File: config.mk
export PLATFORM = sky130hd
export DESIGN_NAME = servo_status_packet_receiver
export DESIGN_NICKNAME = d
export VERILOG_FILES = /design/src/rtl/core/sspr_pkg.sv /design/src/rtl/core/sspr_payload_ram.sv /design/src/rtl/core/sspr_ctrl.sv /design/src/rtl/core/servo_status_packet_receiver.sv
export SDC_FILE = /design/constraint.sdc
export NUM_CORES = 1
export LEC_CHECK = 0
export CORE_ASPECT_RATIO = 0.9
export CORE_MARGIN = 1.5
export CORE_UTILIZATION = 30
export CTS_BUF_LIST = sky130_fd_sc_hd__clkbuf_8
export CTS_CLUSTER_DIAMETER = 100
export DETAILED_ROUTE_END_ITERATION = 10
export DONT_BUFFER_PORTS = 1
export SETUP_SLACK_MARGIN = 0.1
export SLEW_MARGIN = 20
export SYNTH_ARGS = -nofsm -noshare
export SYNTH_HDL_FRONTEND = slang
export SYNTH_SLANG_ARGS = --single-unit
File: constraint.sdc
create_clock -name clk_i -period 9.5 [get_ports clk_i]
set_input_delay 1.425 -clock clk_i [delete_from_list [all_inputs] [get_ports clk_i]]
set_output_delay 1.425 -clock clk_i [all_outputs]
set_load 0.005 [all_outputs]
File: src/rtl/core/sspr_pkg.sv
package sspr_pkg;

  // Payload store geometry. The byte_index port is fixed at 6 bits, so the
  // store depth stays at 64 entries.
  localparam int unsigned AddrW   = 6;
  localparam int unsigned MaxData = 64;

  // Bytes that may pass without completing a header before the hunt gives up.
  localparam logic [4:0] HuntLimit = 5'd20;

  localparam logic [7:0] HeaderByte = 8'hFF;
  localparam logic [7:0] MinLength  = 8'd2;

  typedef enum logic [2:0] {
    StOk      = 3'd0,
    StNoHdr   = 3'd1,
    StShort   = 3'd2,
    StCsum    = 3'd3,
    StLong    = 3'd4,
    StTimeout = 3'd5
  } status_e;

  typedef enum logic [2:0] {
    PhHunt    = 3'd0,
    PhId      = 3'd1,
    PhLen     = 3'd2,
    PhErr     = 3'd3,
    PhData    = 3'd4,
    PhSum     = 3'd5,
    PhDrainRd = 3'd6,
    PhDrainWr = 3'd7
  } phase_e;

  // Write and read requests toward the payload store.
  typedef struct packed {
    logic             we;
    logic [AddrW-1:0] waddr;
    logic [7:0]       wdata;
    logic             re;
    logic [AddrW-1:0] raddr;
  } ram_req_t;

  // One result to be loaded into the output register. The data byte itself
  // comes straight from the store's read register.
  typedef struct packed {
    logic             load;
    status_e          status;
    logic [7:0]       servo_id;
    logic [7:0]       error_byte;
    logic [7:0]       data_count;
    logic             has_data;
    logic [AddrW-1:0] byte_index;
    logic             last;
  } res_t;

endpackage

File: src/rtl/core/sspr_payload_ram.sv
module sspr_payload_ram #(
  parameter int unsigned Width = 8,
  parameter int unsigned AddrW = 6
) (
  input  logic             clk_i,
  input  logic             we_i,
  input  logic [AddrW-1:0] waddr_i,
  input  logic [Width-1:0] wdata_i,
  input  logic             re_i,
  input  logic [AddrW-1:0] raddr_i,
  output logic [Width-1:0] rdata_o
);

  localparam int unsigned Depth = 1 << AddrW;

  logic [Width-1:0] mem_q [Depth];
  logic [Width-1:0] rdata_q;

  always_ff @(posedge clk_i) begin
    if (we_i) begin
      mem_q[waddr_i] <= wdata_i;
    end
  end

  // Read data holds until the next read.
  always_ff @(posedge clk_i) begin
    if (re_i) begin
      rdata_q <= mem_q[raddr_i];
    end
  end

  assign rdata_o = rdata_q;

endmodule

File: src/rtl/core/sspr_ctrl.sv
module sspr_ctrl (
  input  logic               clk_i,
  input  logic               rst_ni,
  input  logic               in_valid_i,
  output logic               in_ready_o,
  input  logic [7:0]         rx_byte_i,
  input  logic               timed_out_i,
  input  logic               out_free_i,
  output sspr_pkg::ram_req_t ram_o,
  output sspr_pkg::res_t     res_o
);

  import sspr_pkg::*;

  phase_e           phase_q, phase_d;
  logic [7:0]       prev_q, prev_d;
  logic [4:0]       hunt_q, hunt_d;
  logic [7:0]       id_q, id_d;
  logic [7:0]       len_q, len_d;
  logic [7:0]       err_q, err_d;
  logic [7:0]       sum_q, sum_d;
  logic [7:0]       rcvd_q, rcvd_d;
  logic [AddrW-1:0] idx_q, idx_d;

  logic       parsing;
  logic       accept;
  logic [7:0] count;
  logic [7:0] rcvd_inc;
  logic [4:0] hunt_inc;
  logic       idx_last;

  assign count    = len_q - MinLength;
  assign rcvd_inc = rcvd_q + 8'd1;
  assign hunt_inc = hunt_q + 5'd1;
  assign idx_last = ({{(8 - AddrW){1'b0}}, idx_q} == (count - 8'd1));

  assign parsing    = (phase_q != PhDrainRd) && (phase_q != PhDrainWr);
  assign in_ready_o = parsing && out_free_i;
  assign accept     = in_valid_i && in_ready_o;

  always_ff @(posedge clk_i or negedge rst_ni) begin
    if (!rst_ni) begin
      phase_q <= PhHunt;
      prev_q  <= '0;
      hunt_q  <= '0;
      id_q    <= '0;
      len_q   <= '0;
      err_q   <= '0;
      sum_q   <= '0;
      rcvd_q  <= '0;
      idx_q   <= '0;
    end else begin
      phase_q <= phase_d;
      prev_q  <= prev_d;
      hunt_q  <= hunt_d;
      id_q    <= id_d;
      len_q   <= len_d;
      err_q   <= err_d;
      sum_q   <= sum_d;
      rcvd_q  <= rcvd_d;
      idx_q   <= idx_d;
    end
  end

  always_comb begin
    logic fail;
    logic restart;
    status_e fail_code;

    phase_d   = phase_q;
    prev_d    = prev_q;
    hunt_d    = hunt_q;
    id_d      = id_q;
    len_d     = len_q;
    err_d     = err_q;
    sum_d     = sum_q;
    rcvd_d    = rcvd_q;
    idx_d     = idx_q;
    fail      = 1'b0;
    restart   = 1'b0;
    fail_code = StOk;

    ram_o       = '0;
    ram_o.waddr = rcvd_q[AddrW-1:0];
    ram_o.wdata = rx_byte_i;
    ram_o.raddr = idx_q;
    res_o       = '0;

    if (accept && timed_out_i) begin
      fail      = 1'b1;
      fail_code = StTimeout;
    end else begin
      case (phase_q)
        PhHunt: begin
          if (accept) begin
            if (prev_q == HeaderByte && rx_byte_i == HeaderByte) begin
              phase_d = PhId;
            end else begin
              prev_d = rx_byte_i;
              hunt_d = hunt_inc;
              if (hunt_inc >= HuntLimit) begin
                fail      = 1'b1;
                fail_code = StNoHdr;
              end
            end
          end
        end
        PhId: begin
          if (accept) begin
            id_d    = rx_byte_i;
            phase_d = PhLen;
          end
        end
        PhLen: begin
          if (accept) begin
            len_d   = rx_byte_i;
            phase_d = PhErr;
          end
        end
        PhErr: begin
          if (accept) begin
            err_d = rx_byte_i;
            if (len_q < MinLength) begin
              fail      = 1'b1;
              fail_code = StShort;
            end else begin
              sum_d   = id_q + len_q + rx_byte_i;
              rcvd_d  = '0;
              phase_d = (len_q == MinLength) ? PhSum : PhData;
            end
          end
        end
        PhData: begin
          if (accept) begin
            // Bytes past the store depth still count toward length and sum.
            ram_o.we = (rcvd_q < 8'(MaxData));
            sum_d    = sum_q + rx_byte_i;
            rcvd_d   = rcvd_inc;
            if (rcvd_inc >= count) begin
              phase_d = PhSum;
            end
          end
        end
        PhSum: begin
          if (accept) begin
            if (~sum_q != rx_byte_i) begin
              fail      = 1'b1;
              fail_code = StCsum;
            end else if (count > 8'(MaxData)) begin
              fail      = 1'b1;
              fail_code = StLong;
            end else if (count == 8'd0) begin
              res_o.load       = 1'b1;
              res_o.status     = StOk;
              res_o.servo_id   = id_q;
              res_o.error_byte = err_q;
              res_o.last       = 1'b1;
              restart          = 1'b1;
            end else begin
              idx_d   = '0;
              phase_d = PhDrainRd;
            end
          end
        end
        PhDrainRd: begin
          ram_o.re = 1'b1;
          phase_d  = PhDrainWr;
        end
        PhDrainWr: begin
          if (out_free_i) begin
            res_o.load       = 1'b1;
            res_o.status     = StOk;
            res_o.servo_id   = id_q;
            res_o.error_byte = err_q;
            res_o.data_count = count;
            res_o.has_data   = 1'b1;
            res_o.byte_index = idx_q;
            res_o.last       = idx_last;
            if (idx_last) begin
              restart = 1'b1;
            end else begin
              idx_d   = idx_q + 1'b1;
              phase_d = PhDrainRd;
            end
          end
        end
        default: begin
          restart = 1'b1;
        end
      endcase
    end

    if (fail) begin
      res_o.load   = 1'b1;
      res_o.status = fail_code;
      res_o.last   = 1'b1;
      restart      = 1'b1;
    end

    if (restart) begin
      phase_d = PhHunt;
      prev_d  = '0;
      hunt_d  = '0;
    end
  end

  // The store is never written and read in the same cycle.
  assert property (@(posedge clk_i) disable iff (!rst_ni)
    !(ram_o.we && ram_o.re))
    else $error("payload store written and read together");

  // A result is only loaded when the output register can take it.
  assert property (@(posedge clk_i) disable iff (!rst_ni)
    res_o.load |-> out_free_i)
    else $error("result loaded into a full output register");

  // The final result of a run always returns the parser to the hunt.
  assert property (@(posedge clk_i) disable iff (!rst_ni)
    res_o.load && res_o.last |=> phase_q == PhHunt)
    else $error("run ended without returning to the hunt");

  // A drain read is followed by the load cycle for that entry.
  assert property (@(posedge clk_i) disable iff (!rst_ni)
    ram_o.re |=> phase_q == PhDrainWr && $stable(idx_q))
    else $error("drain read not followed by its load cycle");

endmodule

File: src/rtl/core/servo_status_packet_receiver.sv
// Status packet receiver for a half-duplex servo bus. Each input item is a
// received byte or a timeout event. While a packet is being parsed one item
// is taken per cycle, except in cycles where a result waits in the output
// register and is not taken on that edge. A finished packet produces a run
// of results: a failure or an empty good packet gives one result, loaded in
// the cycle its last byte is taken; a good packet with n data bytes drains
// from the payload store as n results, each a store read (PhDrainRd) then a
// load of the output register (PhDrainWr), and no input is taken during
// that drain.
// The store needs no clearing pass after reset: only entries written by the
// current packet are ever read back.
module servo_status_packet_receiver (
  input  logic       clk_i,
  input  logic       rst_ni,
  input  logic       in_valid_i,
  output logic       in_ready_o,
  input  logic [7:0] rx_byte_i,
  input  logic       timed_out_i,
  output logic       out_valid_o,
  input  logic       out_ready_i,
  output logic [2:0] status_o,
  output logic [7:0] servo_id_o,
  output logic [7:0] error_byte_o,
  output logic [7:0] data_count_o,
  output logic       has_data_o,
  output logic [5:0] byte_index_o,
  output logic [7:0] data_byte_o,
  output logic       last_o
);

  import sspr_pkg::*;

  ram_req_t   ram_req;
  res_t       res;
  logic [7:0] rdata;
  logic       out_free;

  logic       out_valid_q, out_valid_d;
  res_t       res_q;
  logic [7:0] data_q;

  assign out_free = !out_valid_q || out_ready_i;

  sspr_ctrl u_ctrl (
    .clk_i       (clk_i),
    .rst_ni      (rst_ni),
    .in_valid_i  (in_valid_i),
    .in_ready_o  (in_ready_o),
    .rx_byte_i   (rx_byte_i),
    .timed_out_i (timed_out_i),
    .out_free_i  (out_free),
    .ram_o       (ram_req),
    .res_o       (res)
  );

  sspr_payload_ram #(
    .Width (8),
    .AddrW (AddrW)
  ) u_ram (
    .clk_i   (clk_i),
    .we_i    (ram_req.we),
    .waddr_i (ram_req.waddr),
    .wdata_i (ram_req.wdata),
    .re_i    (ram_req.re),
    .raddr_i (ram_req.raddr),
    .rdata_o (rdata)
  );

  always_comb begin
    out_valid_d = out_valid_q;
    if (res.load) begin
      out_valid_d = 1'b1;
    end else if (out_ready_i) begin
      out_valid_d = 1'b0;
    end
  end

  always_ff @(posedge clk_i or negedge rst_ni) begin
    if (!rst_ni) begin
      out_valid_q <= 1'b0;
    end else begin
      out_valid_q <= out_valid_d;
    end
  end

  always_ff @(posedge clk_i) begin
    if (res.load) begin
      res_q  <= res;
      data_q <= res.has_data ? rdata : 8'd0;
    end
  end

  assign out_valid_o  = out_valid_q;
  assign status_o     = res_q.status;
  assign servo_id_o   = res_q.servo_id;
  assign error_byte_o = res_q.error_byte;
  assign data_count_o = res_q.data_count;
  assign has_data_o   = res_q.has_data;
  assign byte_index_o = res_q.byte_index;
  assign data_byte_o  = data_q;
  assign last_o       = res_q.last;

endmodule
### After elaboration in Yosys (flattened, before gate mapping)

Memories as Yosys holds them, arrays and structs flattened. A register that Yosys moved wholly into a read port is not among the register bits.
Cells that the tools add are included.

* $add $sub $neg: 8
* reduce and logical (&&, ||, !) cells: 22
* equal/unequal tests: 39
* order comparisons: 5
* muxes and demuxes: 91
* bitwise operators: 4

Operators by type and width (count)
* $mux W8: 11
* $mux W20: 4
* $mux W36: 2
* $mux W3: 23
* $pmux W20 S2: 1
* $mux W6: 6
* $pmux W8 S2: 2
* $mux W1: 28
* $ne A3 B1 Y1 const B: 9
* $mux W5: 5
* $add A8 B8 Y8: 3
* $pmux W3 S8: 1
* $ne A3 B3 Y1 const B: 7
* $eq A8 B8 Y1 const B: 2
* $mux W15: 1
* $reduce_and A15 Y1: 1
* $ne A2 B2 Y1 const B: 7
* $eq A3 B3 Y1 const B: 4
* $pmux W6 S2: 1
* $reduce_bool A2 Y1: 5
* $pmux W3 S3: 1
* $reduce_and A3 Y1: 3
* $add A8 B1 Y8 const B: 1
* $eq A6 B8 Y1: 1
* other kinds (29): 40

* logic and storage cells: 188
* register bits: 106
* memories: 1
* input port bits: 13
* RAM bits: 512
* output and inout bits: 45

Memories
* u_ram.mem_q: words 64, width 8, read ports 1, clocked after memory_dff 1, wr ports 1, RTL line sspr_payload_ram.sv:16 `logic [Width-1:0] mem_q [Depth];`

### Logic depth before layout (Yosys ltp)

Gate-level depths: netlist of run 1.

* depth in word-level cells: 11
* mapped depth: 13
* depth with buffers taken out: 13

### Cells and area by module

From an unflattened synthesis of run 1, not the netlist that was laid out.

* cell total of the unflattened synthesis: 1559
* area total of the unflattened synthesis: 26402.8 um^2

By module, submodules not included
* sspr_payload_ram: times used 1, cells each 972, area each 20270.7 um^2, seq. area each 15615.0 um^2
* sspr_ctrl: times used 1, cells each 533, area each 4745.8 um^2, seq. area each 1551.5 um^2
* servo_status_packet_receiver: times used 1, cells each 54, area each 1386.3 um^2, seq. area each 1316.3 um^2

### Least setup slack after synthesis of run 1

Ideal clock, no wire load.

* path kind: in2reg
* start: input port rx_byte_i[5]
* end: register res_q, in the netlist byte_index_o[0] (enable)
* path buffers: 0
* path slack: 5316 ps
* setup time: 407 ps
* required time: 9093 ps
* stages on the path: 7
* arrival time: 3777 ps
* cells stage by stage: ha_1 -> and4_1 -> nand3_1 -> nor3_1 -> nand4_1 -> o221ai_1 -> nand2b_1

* cells in the longest elaborated chain, start to end: 7
* elaborated cells on any way between the ends: 14
* those cells by class: eq/ne (2); mux (11); reduce/logical (1)

RTL lines
* start: declaration: RTL line servo_status_packet_receiver.sv:17 `input logic [7:0] rx_byte_i,`
* $eq A8 B8 Y1: RTL line sspr_ctrl.sv:96 `if (prev_q == HeaderByte && rx_byte_i == HeaderByte) begin`
* $logic_and A1 B1 Y1: RTL line sspr_ctrl.sv:96
* $mux W1: RTL line sspr_ctrl.sv:96
* $mux W1: RTL line sspr_ctrl.sv:95 `if (accept) begin`
* $pmux W1 S3: RTL line sspr_ctrl.sv:93 `case (phase_q)`
* $mux W1: RTL line sspr_ctrl.sv:89 `if (accept && timed_out_i) begin`
* $mux W4 *: RTL line sspr_ctrl.sv:193 `if (fail) begin`
* end signal: assignment: RTL line servo_status_packet_receiver.sv:88 `res_q <= res;`
* end: declaration: RTL line servo_status_packet_receiver.sv:39 `res_t res_q;`

Every way passes the cells marked *; elsewhere a longest branch is shown, timed or not.
A chain may end at the register's enable or synchronous reset.

### Worst setup path after layout of run 1

* start: input port out_ready_i
* end: memory u_ram.mem_q[62][2] (enable)

* cells in the longest elaborated chain, start to end: 8
* elaborated cells on any way between the ends: 9
* those cells by class: mux (5); reduce/logical (4)

RTL lines
* start: declaration: RTL line servo_status_packet_receiver.sv:20 `input logic out_ready_i,`
* $logic_or A1 B1 Y1 *: RTL line servo_status_packet_receiver.sv:42 `assign out_free = !out_valid_q || out_ready_i;`
* $logic_and A1 B1 Y1 *: RTL line sspr_ctrl.sv:38 `assign in_ready_o = parsing && out_free_i;`
* $logic_and A1 B1 Y1 *: RTL line sspr_ctrl.sv:39 `assign accept = in_valid_i && in_ready_o;`
* $mux W1: RTL line sspr_ctrl.sv:134 `if (accept) begin`
* $mux W1: RTL line sspr_ctrl.sv:93
* $mux W1 *: RTL line sspr_ctrl.sv:89
* $mux W1 *: RTL line sspr_payload_ram.sv:20 `if (we_i) begin`
* $mux W1 (not written as such) *: RTL line sspr_payload_ram.sv:21 `mem_q[waddr_i] <= wdata_i;`
* end: declaration: RTL line sspr_payload_ram.sv:16

Marked as above.

==> impl_metrics.py, run 1 <==
metrics = {
    "worst_setup_path": {
        "worstPathArrival_ns": 4.89,
        "crit_path_max_incr_delay_ns": 0.80,
        "crit_path_end_kind": "flip-flop",
        "cp_cell_sequence": "nand2b_1 -> nand3_1 -> or3_1 -> or3_1 -> nor2_1 -> nand3_1 -> nor2_1",
        "path_class": "input pin to flip-flop",
        "worstPathMaxFanout": 16,
        "slowest_stage": "nor2_1",
        "crit_required_ns": 9.83,
        "crit_path_start_kind": "input pin",
        "r2r_cells": 7,
    },
    "drt": {
        "postRouteAntennaNets": 0,
        "drt_first_pass_iters": 5,
        "drt_iter0_markers": 1604,
        "drt-total-wl_um": 65000,
        "via_per_inst": 5.15,
        "drc": 0,
        "wl_per_cell_um": 24.4,
        "vias": 13700,
    },
    "power_and_ir_drop": {
        "intPower_mw": 4.47,
        "power_frac_comb_pct": 5.0,
        "p_sw_share_pct": 22.5,
        "total_power_mw": 5.77,
        "p_sw_mw": 1.30,
        "power_density_nw_per_um2": 197,
        "clockPowerShare_pct": 41.4,
        "leakage_nw": 9.50,
        "seq_power_share_pct": 53.6,
        "peakVddDrop_mv": 0.0839,
    },
    "clock_tree": {
        "root_buffer": "clkbuf_8",
        "cts_max_level": 3,
        "clock_path_buffers": 3,
        "cts_setup_buffers": 0,
        "cts_buffers": 95,
        "cts_tree": "yes",
        "cts_resized": 0,
        "cts_hold_buffers": 0,
        "clock-sinks": 626,
        "clk_latency_ns": 0.74,
        "clk_pin_slew_ns": 0.07,
    },
    "floorplanning": {
        "rows": 102,
        "dieArea_um2": 88400,
        "core_um2": 85900,
        "die_x_um": 313,
        "dieHeight_um": 282,
        "start_util_pct": 30.3,
        "pin_count": 58,
    },
    "logic_synthesis": {
        "synth_simple_gate_area_share_pct": 5.92,
        "synth_ff_type": "edfxtp_1",
        "synth_xor_area_share_pct": 0.963,
        "ys_warn_count": 0,
        "synth_top_family_by_area": "multiplexers",
        "muxShareOfSynthArea_pct": 15.6,
        "synth_seq_area_share_pct": 71.1,
        "synth_area_per_cell_um2": 18.4,
        "synth_adder_area_share_pct": 2.04,
        "synth_top_cell_by_area": "edfxtp_1",
        "netlist_area_um2": 26000,
        "yosysTopAreaCellShare_pct": 65.1,
        "async_reset_ff_share_pct": 10.1,
        "synth_compound_gate_area_share_pct": 2.95,
        "ys_ff_latch": 626,
        "synthTopCellsByArea": "edfxtp_1 65%, mux4_2 15%, dfrtp_1 6.1%, nor2_1 1.8%, ha_1 1.3%",
        "synth_nets": 1463,
        "ys_types": 70,
        "synth_edf_count": 563,
        "syn_inst": 1413,
    },
    "sta": {
        "final.setup.worst_slack_ns": 4.95,
        "fin_crit_sh_pct": 47.9,
        "grt_setup_unrepaired": "false",
        "max-slew-margin-rel_pct": 24.4,
        "finalSetupViolCount": 0,
        "slew_violations": 0,
        "worst-slew-pin-transition_ns": 1.13,
        "tns_ns": 0,
        "hold_viol": 0,
        "layout_min_cycle_time_ns": 4.55,
        "clock_skew_ns": 0.0443,
        "fmax_mhz": 220,
        "whs_ns": 0.412,
    },
    "hold_path": {
        "hold_path_class": "input pin to async pin",
    },
    "finish": {
        "drive_gt1_share_pct": 21.9,
        "synthToLayoutAreaGrowth_pct": 12.5,
        "fin_nets": 1495,
        "final_cell_area_um2": 29200,
    },
    "global_routing": {
        "grt_max_degree": 78,
        "antenna_found_initial": 2,
        "grt-ovfl-total": 0,
        "grt_usage_pct": 14.8,
        "grt_pass1_vias": 13800,
        "grt_pass1_wl_um": 96100,
    },
    "status": {
        "status": "finished, final reports clean",
    },
    "run": {
        "maxCapViolCount": 0,
    },
    "place": {
        "placed_area_um2": 27200,
        "place.gp.congestion": 0.852,
        "place_hpwl_um": 39100,
        "place_ws_ns": 4.35,
        "port_buffers": 0,
    },
}
-- power groups by stage --
| stage | registers, mW | clock network [mW] | logic, mW |
|---|---|---|---|
| 5_1_grt | 3.10 | 2.55 | 0.321 |
| 6_report | 3.09 | 2.39 | 0.288 |
| 4_1_cts | 3.09 | 2.43 | 0.284 |
| 2_1_floorplan | 3.13 | 0 | 0.232 |
| 3_3_place_gp | 3.15 | 0 | 0.277 |
| 3_5_place_dp | 3.15 | 0 | 0.282 |
-- area by class of cell --
type / instances / area (um^2)
diodes: 2 / 5.00
flip-flops and latches: 626 / 18500
fillers: 7987 / 56600
repair buffers: 6 / 45.0
clock buffers: 100 / 1380
multi-input cells: 691 / 7160
well taps: 1144 / 1430
inverters: 25 / 93.8
clock inverters: 70 / 639
-- metal layers --
metal  part of all wire (%)  vias up  wire length [um]  track usage (%)
met5                  0.011        -                 7                0
met4                    2.0        2              1270             3.90
met3                     11      104              7140             5.36
met2                     43      737             28100             21.6
met1                     44     7129             28400             20.9
li1                       -     5742                 -                -
-- critical path: cells and delay by family --
kind	cells	cell delay (ns)
simple gates	7	3.45
-- cells by family after synthesis --
logic type / count (synthesis)
xor gates and xnor gates: 27
buffers and inverters: 96
and+or+nand+nor: 320
muxes: 193
adders and majority gates: 37
DFF: 626
AOI/OAI and AO/OA: 114
-- cell usage in the layout, fill, tap and decap left out, drive strengths merged, types with 3 or more instances in the layout --
| cell type | count |
|---|---|
| a21boi | 3 |
| bufinv | 12 |
| dfrtp | 63 |
| a31oi | 3 |
| clkinv | 29 |
| mux2 | 16 |
| nor2b | 10 |
| or3 | 8 |
| ha | 28 |
| and2 | 19 |
| fa | 9 |
| o311ai | 3 |
| nor2 | 124 |
| mux2i | 9 |
| xnor2 | 18 |
| a211o | 3 |
| nor4 | 5 |
| edfxtp | 563 |
| xor2 | 8 |
| inv | 52 |
| and3 | 20 |
| nand2b | 8 |
| a21oi | 20 |
| clkbuf | 100 |
| a21o | 8 |
| buf | 6 |
| mux4 | 168 |
| nand3 | 18 |
| nand2 | 64 |
| o21ai | 38 |
| nand4 | 12 |
| a211oi | 6 |
| nand3b | 6 |
| nor3 | 12 |
| o31ai | 3 |
-- through the flow --
stage	cells	util (%)
floorplan	1413	-
global placement	2492	31.7
finish	2664	34.0
CTS	2662	34.0
global route	2663	34.0
detailed placement	2492	31.7
-- sequential cells by signal (all words and copies together), names as in the netlist --
name / cells
u_ctrl.phase_q: 3
has_data_o: 1
data_byte_o: 8
byte_index_o: 6
u_ctrl.sum_q: 8
u_ram.mem_q: 512
u_ctrl.hunt_q: 5
u_ctrl.id_q: 8
last_o: 1
error_byte_o: 8
u_ctrl.idx_q: 6
u_ctrl.err_q: 8
status_o: 3
u_ctrl.len_q: 8
out_valid_o: 1
data_count_o: 8
u_ram.rdata_o: 8
servo_id_o: 8
u_ctrl.rcvd_q: 8
u_ctrl.prev_q: 8
-- Yosys cell counts (9+ instances only) --
library cell and n:
and3_1 20, ha_1 28, nor2b_1 10, inv_1 23, a21oi_1 20, xnor2_1 18
nand3_1 18, nor3_1 12, edfxtp_1 563, mux2i_1 9, nand4_1 12, dfrtp_1 63
buf_1 20, o21ai_0 38, nand2_1 64, nor2_1 124, clkbuf_1 49, mux4_2 168
and2_1 19, fa_1 9, mux2_2 16
-- final timing paths --
| path | to | from | slack [ns] |
|---|---|---|---|
| worst min register to register | u_ctrl.err_q[0] | u_ctrl.err_q[0] | 0.47 |
| min in group clk_i | u_ctrl.err_q[0] | u_ctrl.err_q[0] | 0.47 |
| worst max-delay path | u_ram.mem_q[62][2] | out_ready_i | 4.95 |
| worst max register to register | u_ram.mem_q[62][2] | u_ctrl.phase_q[2] | 5.12 |
| max in group asynchronous | u_ctrl.idx_q[2] | rst_ni | 8.93 |
| worst min-delay path | u_ctrl.rcvd_q[0] | rst_ni | 0.41 |
Power figures use the tool's default switching activity.
==> run 2: changes to the inputs <==
Clock period 9.5 ns to 4 ns, I/O delays scaled along.
==> run 2 against run 1 <==
Die area unchanged; combinational power grew to 3.1 times the previous value; non-clock buffer count grew 100; via count up 1.1%; first-iteration DRC count is 8.0% lower; hold slack lost 0.31 ns; count of clock-buffer cells in the layout is the same; clock power is 110% higher; register-to-register slack got worse by 4.7 ns; routed wire length fell by 1.3%; critical path depth is 1 higher; critical endpoint is now last_o.
==> impl_metrics.py, run 2 (synthesis gave the netlist of run 1 again) <==
metrics = {
    "status": {
        "status": "finished, final reports clean",
    },
    "power_and_ir_drop": {
        "p_sw_share_pct": 23.9,
        "power_frac_comb_pct": 6.7,
        "total_power_mw": 13.3,
        "power_density_nw_per_um2": 442,
        "clockPowerShare_pct": 38.1,
        "intPower_mw": 10.1,
        "leakage_nw": 10.1,
        "seq_power_share_pct": 55.2,
        "p_sw_mw": 3.18,
        "peakVddDrop_mv": 0.266,
    },
    "finish": {
        "final_common_cell": "edfxtp_1",
        "drive_gt1_share_pct": 26.7,
        "fin_nets": 1597,
        "antenna_cells": 0,
        "largest-register": "u_ram.mem_q",
        "largest_reg_flops": 512,
        "layout_common_cells": "563 x edfxtp_1, 168 x mux4_2, 124 x nor2_1, 100 x clkbuf_8, 87 x buf_4",
        "synthToLayoutAreaGrowth_pct": 15.7,
    },
    "drt": {
        "drc": 0,
        "wl_per_cell_um": 23.2,
        "vias": 13900,
        "postRouteAntennaNets": 0,
        "via_per_inst": 5.01,
        "drt_first_pass_iters": 5,
        "drt-total-wl_um": 64100,
        "drt_iter0_markers": 1476,
    },
    "run": {
        "maxCapViolCount": 0,
    },
    "clock_tree": {
        "cts_tree": "yes",
        "cts_setup_buffers": 0,
        "cts_resized": 0,
        "clk_pin_slew_ns": 0.06,
        "cts_hold_buffers": 11,
        "clk_latency_ns": 0.72,
        "cts_max_level": 3,
        "clock-sinks": 626,
        "root_buffer": "clkbuf_8",
        "cts_buffers": 97,
        "clock_path_buffers": 3,
    },
    "sta": {
        "layout_min_cycle_time_ns": 3.61,
        "fin_crit_sh_pct": 90.1,
        "finalSetupViolCount": 0,
        "worst-slew-pin-transition_ns": 0.873,
        "slew_violations": 0,
        "max-slew-margin-rel_pct": 41.8,
        "fmax_mhz": 277,
        "grt_setup_unrepaired": "false",
        "clock_skew_ns": 0.0348,
        "tns_ns": 0,
        "hold_viol": 0,
    },
    "floorplanning": {
        "die_x_um": 313,
        "dieArea_um2": 88400,
        "rows": 102,
        "start_util_pct": 30.3,
        "pin_count": 58,
        "core_um2": 85900,
        "dieHeight_um": 282,
    },
    "place": {
        "port_buffers": 0,
        "place_hpwl_um": 38000,
        "place.gp.congestion": 0.823,
    },
    "worst_setup_path": {
        "worstPathArrival_ns": 4.03,
        "crit_path_start_kind": "flip-flop",
        "worstPathMaxFanout": 17,
        "r2r_cells": 8,
        "reg2reg_to": "last_o",
        "rr_startpoint": "u_ctrl.len_q[1]",
        "crit_required_ns": 4.42,
        "r2r_setup_slack_ns": 0.39,
        "crit_path_end_kind": "flip-flop",
        "path_class": "flip-flop to flip-flop",
    },
    "hold_path": {
        "hp-start": "rx_byte_i[2]",
        "min_to": "u_ctrl.id_q[2]",
        "whs_path_depth": 1,
        "hold_path_class": "input pin to flip-flop",
    },
    "global_routing": {
        "grt_usage_pct": 14.6,
        "grt_pass1_wl_um": 94800,
        "grt_pass1_vias": 13900,
        "grt_max_degree": 65,
        "grt-ovfl-total": 0,
        "antenna_found_initial": 1,
    },
}
## run 2: per-stage QoR
step / worst slack (ns) / hold slack [ns] / area, um^2 / utilization, % / std cells
5_1_grt: 0.118 / 0.0199 / 30100 / 35.0 / 2767
3_3_place_gp: 0.479 / 0.309 / 28000 / 32.6 / 2581
4_1_cts: 0.471 / 0.0280 / 30100 / 35.0 / 2767
2_1_floorplan: 0.514 / 0.304 / 26000 / - / 1413
3_5_place_dp: 0.339 / 0.310 / 28000 / 32.6 / 2581
6_report: 0.394 / 0.0983 / 30100 / 35.0 / 2767
## run 2: power by group through the flow
stage          clock network, mW  registers [mW]  logic [mW]
6_report                    5.07            7.34       0.885
5_1_grt                     5.49            7.35       0.984
4_1_cts                     5.22            7.34       0.877
3_5_place_dp                   0            7.47       0.737
3_3_place_gp                   0            7.46       0.716
2_1_floorplan                  0            7.43       0.552
## run 2: how the worst max path moves through the flow
stage | end | depth (start not counted) | slack [ns] | from
floorplan | byte_index_o[0] | 9 | 0.51 | u_ctrl.len_q[1]
global placement | last_o | 8 | 0.48 | u_ctrl.len_q[1]
detailed placement | data_byte_o[3] | 7 | 0.34 | out_ready_i
CTS | last_o | 8 | 0.47 | u_ctrl.len_q[1]
global route | u_ctrl.hunt_q[2] | 9 | 0.12 | u_ctrl.len_q[1]
finish | last_o | 8 | 0.39 | u_ctrl.len_q[1]
## run 2: layout make-up
cell class / instances / area (um^2)
Tap cell: 1144 / 1430
Clock inverter: 75 / 444
Fill cell: 8040 / 55800
Timing Repair Buffer: 106 / 1080
Sequential cell: 626 / 18500
Multi-Input combinational cell: 691 / 7150
Inverter: 25 / 93.8
Clock buffer: 100 / 1380
## run 2: worst max-delay path, cell delays in order, from the launching register on
cell and delay, ns:
dfrtp_1 0.60, inv_1 0.09, ha_1 0.37, xnor2_1 0.49, xnor3_1 0.40, nor4_1 0.29
o221a_2 0.28, o2111a_2 0.28, a21o_1 0.51
## run 2: layer usage
| metal | wire [um] | GRT usage, % | vias up |
|---|---|---|---|
| met2 | 28600 | 21.6 | 531 |
| met3 | 5310 | 3.98 | 86 |
| met1 | 29100 | 21.2 | 7298 |
| li1 | - | - | 5946 |
| met4 | 1160 | 3.82 | 0 |
| met5 | 0 | 0 | - |
==> run 3: changes to the inputs <==
Settings changed: ABC_AREA from default to 1.
==> run 3 against run 2 <==
Core utilization down 0.12 points; fmax up 12%; global-route usage up 1.5 points; clock power up 3%; critical path depth up 2; via count up 29%; routed wire length up 15%; critical path type unchanged; sequential power up 8.3%; area after synthesis up 1.4%.
==> impl_metrics.py, run 3 <==
metrics = {
    "power_and_ir_drop": {
        "total_power_mw": 17.0,
        "p_sw_mw": 5.54,
        "peakVddDrop_mv": 0.355,
        "leakage_nw": 10.5,
        "power_density_nw_per_um2": 564,
        "power_frac_comb_pct": 22.7,
        "clockPowerShare_pct": 30.6,
        "p_sw_share_pct": 32.5,
        "seq_power_share_pct": 46.7,
        "intPower_mw": 11.5,
    },
    "drt": {
        "drt_first_pass_iters": 5,
        "wl_per_cell_um": 21.0,
        "via_per_inst": 5.11,
        "dr_wl_met3_um": 5880,
        "drc": 0,
        "drt-total-wl_um": 73600,
        "vias": 17900,
        "drt_iter0_markers": 2173,
        "top_layer_used": "met4",
        "wl_met2_um": 34100,
        "drt-met1-wl_um": 32100,
        "postRouteAntennaNets": 0,
    },
    "clock_tree": {
        "cts_hold_buffers": 17,
        "cts_setup_buffers": 0,
        "clock-sinks": 626,
        "cts_max_level": 3,
        "cts_resized": 0,
        "cts_tree": "yes",
        "clk_latency_ns": 0.71,
        "cts_buffers": 99,
        "clk_pin_slew_ns": 0.07,
        "root_buffer": "clkbuf_8",
        "clock_path_buffers": 3,
    },
    "logic_synthesis": {
        "ys_ff_latch": 626,
        "yosysTopAreaCellShare_pct": 64.2,
        "async_reset_ff_share_pct": 10.1,
        "ys_types": 45,
        "synth_nets": 2249,
        "syn_inst": 2199,
        "ys_warn_count": 0,
        "synth_edf_count": 563,
        "synthTopCellsByArea": "edfxtp_1 64%, dfrtp_1 6.0%, nor2_1 5.8%, o21ai_0 5.7%, nand2_1 2.7%",
        "synth_area_per_cell_um2": 12.0,
        "synth.most_common_cell": "edfxtp_1",
        "synth_commonest_cells": "563 x edfxtp_1, 409 x nor2_1, 301 x o21ai_0",
        "netlist_area_um2": 26400,
        "synth_ff_type": "edfxtp_1",
        "synth_top_cell_by_area": "edfxtp_1",
        "synth_seq_area_share_pct": 70.1,
    },
    "run": {
        "maxCapViolCount": 0,
    },
    "global_routing": {
        "grt_max_degree": 197,
        "grt-ovfl-total": 0,
        "antenna_found_initial": 4,
        "grt_usage_pct": 16.1,
        "grt_pass1_wl_um": 109000,
        "grt_pass1_vias": 17300,
    },
    "finish": {
        "largest-register": "u_ram.mem_q",
        "layout_common_cells": "563 x edfxtp_1, 408 x nor2_1, 301 x o21ai_0, 187 x nand2_1, 139 x inv_1",
        "register_area_um2": 18500,
        "final_common_cell": "edfxtp_1",
        "multi_input_area_um2": 6950,
        "synthToLayoutAreaGrowth_pct": 14.6,
        "nFillCells": 8401,
        "final_cell_area_um2": 30200,
        "largest_reg_flops": 512,
        "drive_gt1_share_pct": 11.8,
        "fin_nets": 2331,
    },
    "hold_path": {
        "hold_path_class": "input pin to flip-flop",
        "whs_path_depth": 0,
        "hp-start": "rx_byte_i[6]",
    },
    "worst_setup_path": {
        "worstPathMaxFanout": 9,
        "rr_startpoint": "u_ctrl.phase_q[1]",
        "crit_path_max_incr_delay_ns": 0.60,
        "crit_buf_inv": 3,
        "crit_family": "simple AND/OR/NAND/NOR gates",
        "crit_path_start_kind": "flip-flop",
        "worstPathArrival_ns": 3.60,
        "crit_required_ns": 4.39,
        "r2r_cells": 10,
        "path_class": "flip-flop to flip-flop",
        "cp_cell_sequence": "nand2_1 -> nand3_2 -> nor2_1 -> inv_1 -> nor3_1 -> inv_1 -> nor2_1 -> nand3_1 -> nor2_1 -> buf_4",
        "crit_start": "u_ctrl.phase_q[1]",
        "slowest_stage": "nand3_1",
        "crit_path_end_kind": "flip-flop",
        "worst-path-stages": 10,
        "cp_common_cell": "nor2_1",
    },
    "sta": {
        "hold_viol": 0,
        "finalSetupViolCount": 0,
        "fmax_mhz": 312,
        "max-slew-margin-rel_pct": 25.1,
        "whs_ns": 0.0612,
        "slew_violations": 0,
        "worst-slew-pin-transition_ns": 1.12,
        "layout_min_cycle_time_ns": 3.21,
        "fin_crit_sh_pct": 80.2,
        "grt_setup_unrepaired": "false",
        "tns_ns": 0,
        "clock_skew_ns": 0.0497,
    },
    "floorplanning": {
        "core_um2": 86500,
        "dieHeight_um": 284,
        "rows": 102,
        "start_util_pct": 30.5,
        "dieArea_um2": 89600,
        "die_x_um": 315,
        "pin_count": 58,
    },
    "place": {
        "port_buffers": 0,
        "place.gp.congestion": 0.883,
        "placed_area_um2": 28000,
        "place_hpwl_um": 41300,
    },
    "status": {
        "status": "finished, final reports clean",
    },
}
==> run 3: worst reg2reg max path, delay by kind of cell (launching register included) <==
kind / cells / cell delay [ns]
flops: 1 / 0.52
simple gates: 7 / 1.91
buf+inv: 3 / 0.47
==> run 3: metal layers <==
layer	vias to the layer above	global-route usage (%)
met5	-	0
met4	0	4.95
li1	8148	-
met3	113	3.14
met1	8907	22.4
met2	771	25.3
==> run 3: cell type report <==
cell class | count | area share (%)
clock buffers | 103 | 4.70
repair buffers | 105 | 3.31
multi-input cells | 1332 | 23.0
clock inverters | 81 | 1.53
flip-flops and latches | 626 | 61.2
diodes | 1 | 0.00829
inverters | 117 | 1.47
well taps | 1144 | 4.74
==> run 3: logic make-up after synthesis <==
group | synth area share, %
flip-flops | 70.1
multiplexers | 0.584
adder cells (fa/ha/maj) | 2.01
XOR/XNOR | 0.793
AND/OR/NAND/NOR | 12.1
buffers and inverters | 3.58
AO/OA/AOI/OAI | 10.8
==> run 3: final timing paths <==
| kind | end | slack, ns |
|---|---|---|
| setup / recovery | u_ram.mem_q[53][3] | 0.79 |
| hold / removal | u_ram.mem_q[42][6] | 0.06 |
| setup reg to reg | u_ram.mem_q[53][3] | 0.79 |
| hold reg to reg | u_ctrl.sum_q[2] | 0.52 |
| max in group asynchronous | u_ctrl.idx_q[0] | 3.22 |
| min in group asynchronous | u_ctrl.hunt_q[4] | 0.45 |
==> run 3: through the flow <==
step / std cells / setup slack [ns] / util (%)
global placement: 3307 / 0.915 / 32.4
floorplan: 2199 / 0.534 / -
finish: 3509 / 0.794 / 34.9
detailed placement: 3307 / 0.831 / 32.4
global route: 3509 / 0.544 / 34.9
CTS: 3508 / 0.884 / 34.9
==> run 3: power groups by stage <==
stage | Clock, mW | Sequential [mW] | Combinational, mW
floorplan | 0 | 7.92 | 2.77
global placement | 0 | 8.06 | 3.64
detailed placement | 0 | 8.08 | 3.71
CTS | 5.29 | 7.95 | 3.85
global route | 5.56 | 8.00 | 4.33
finish | 5.21 | 7.95 | 3.87
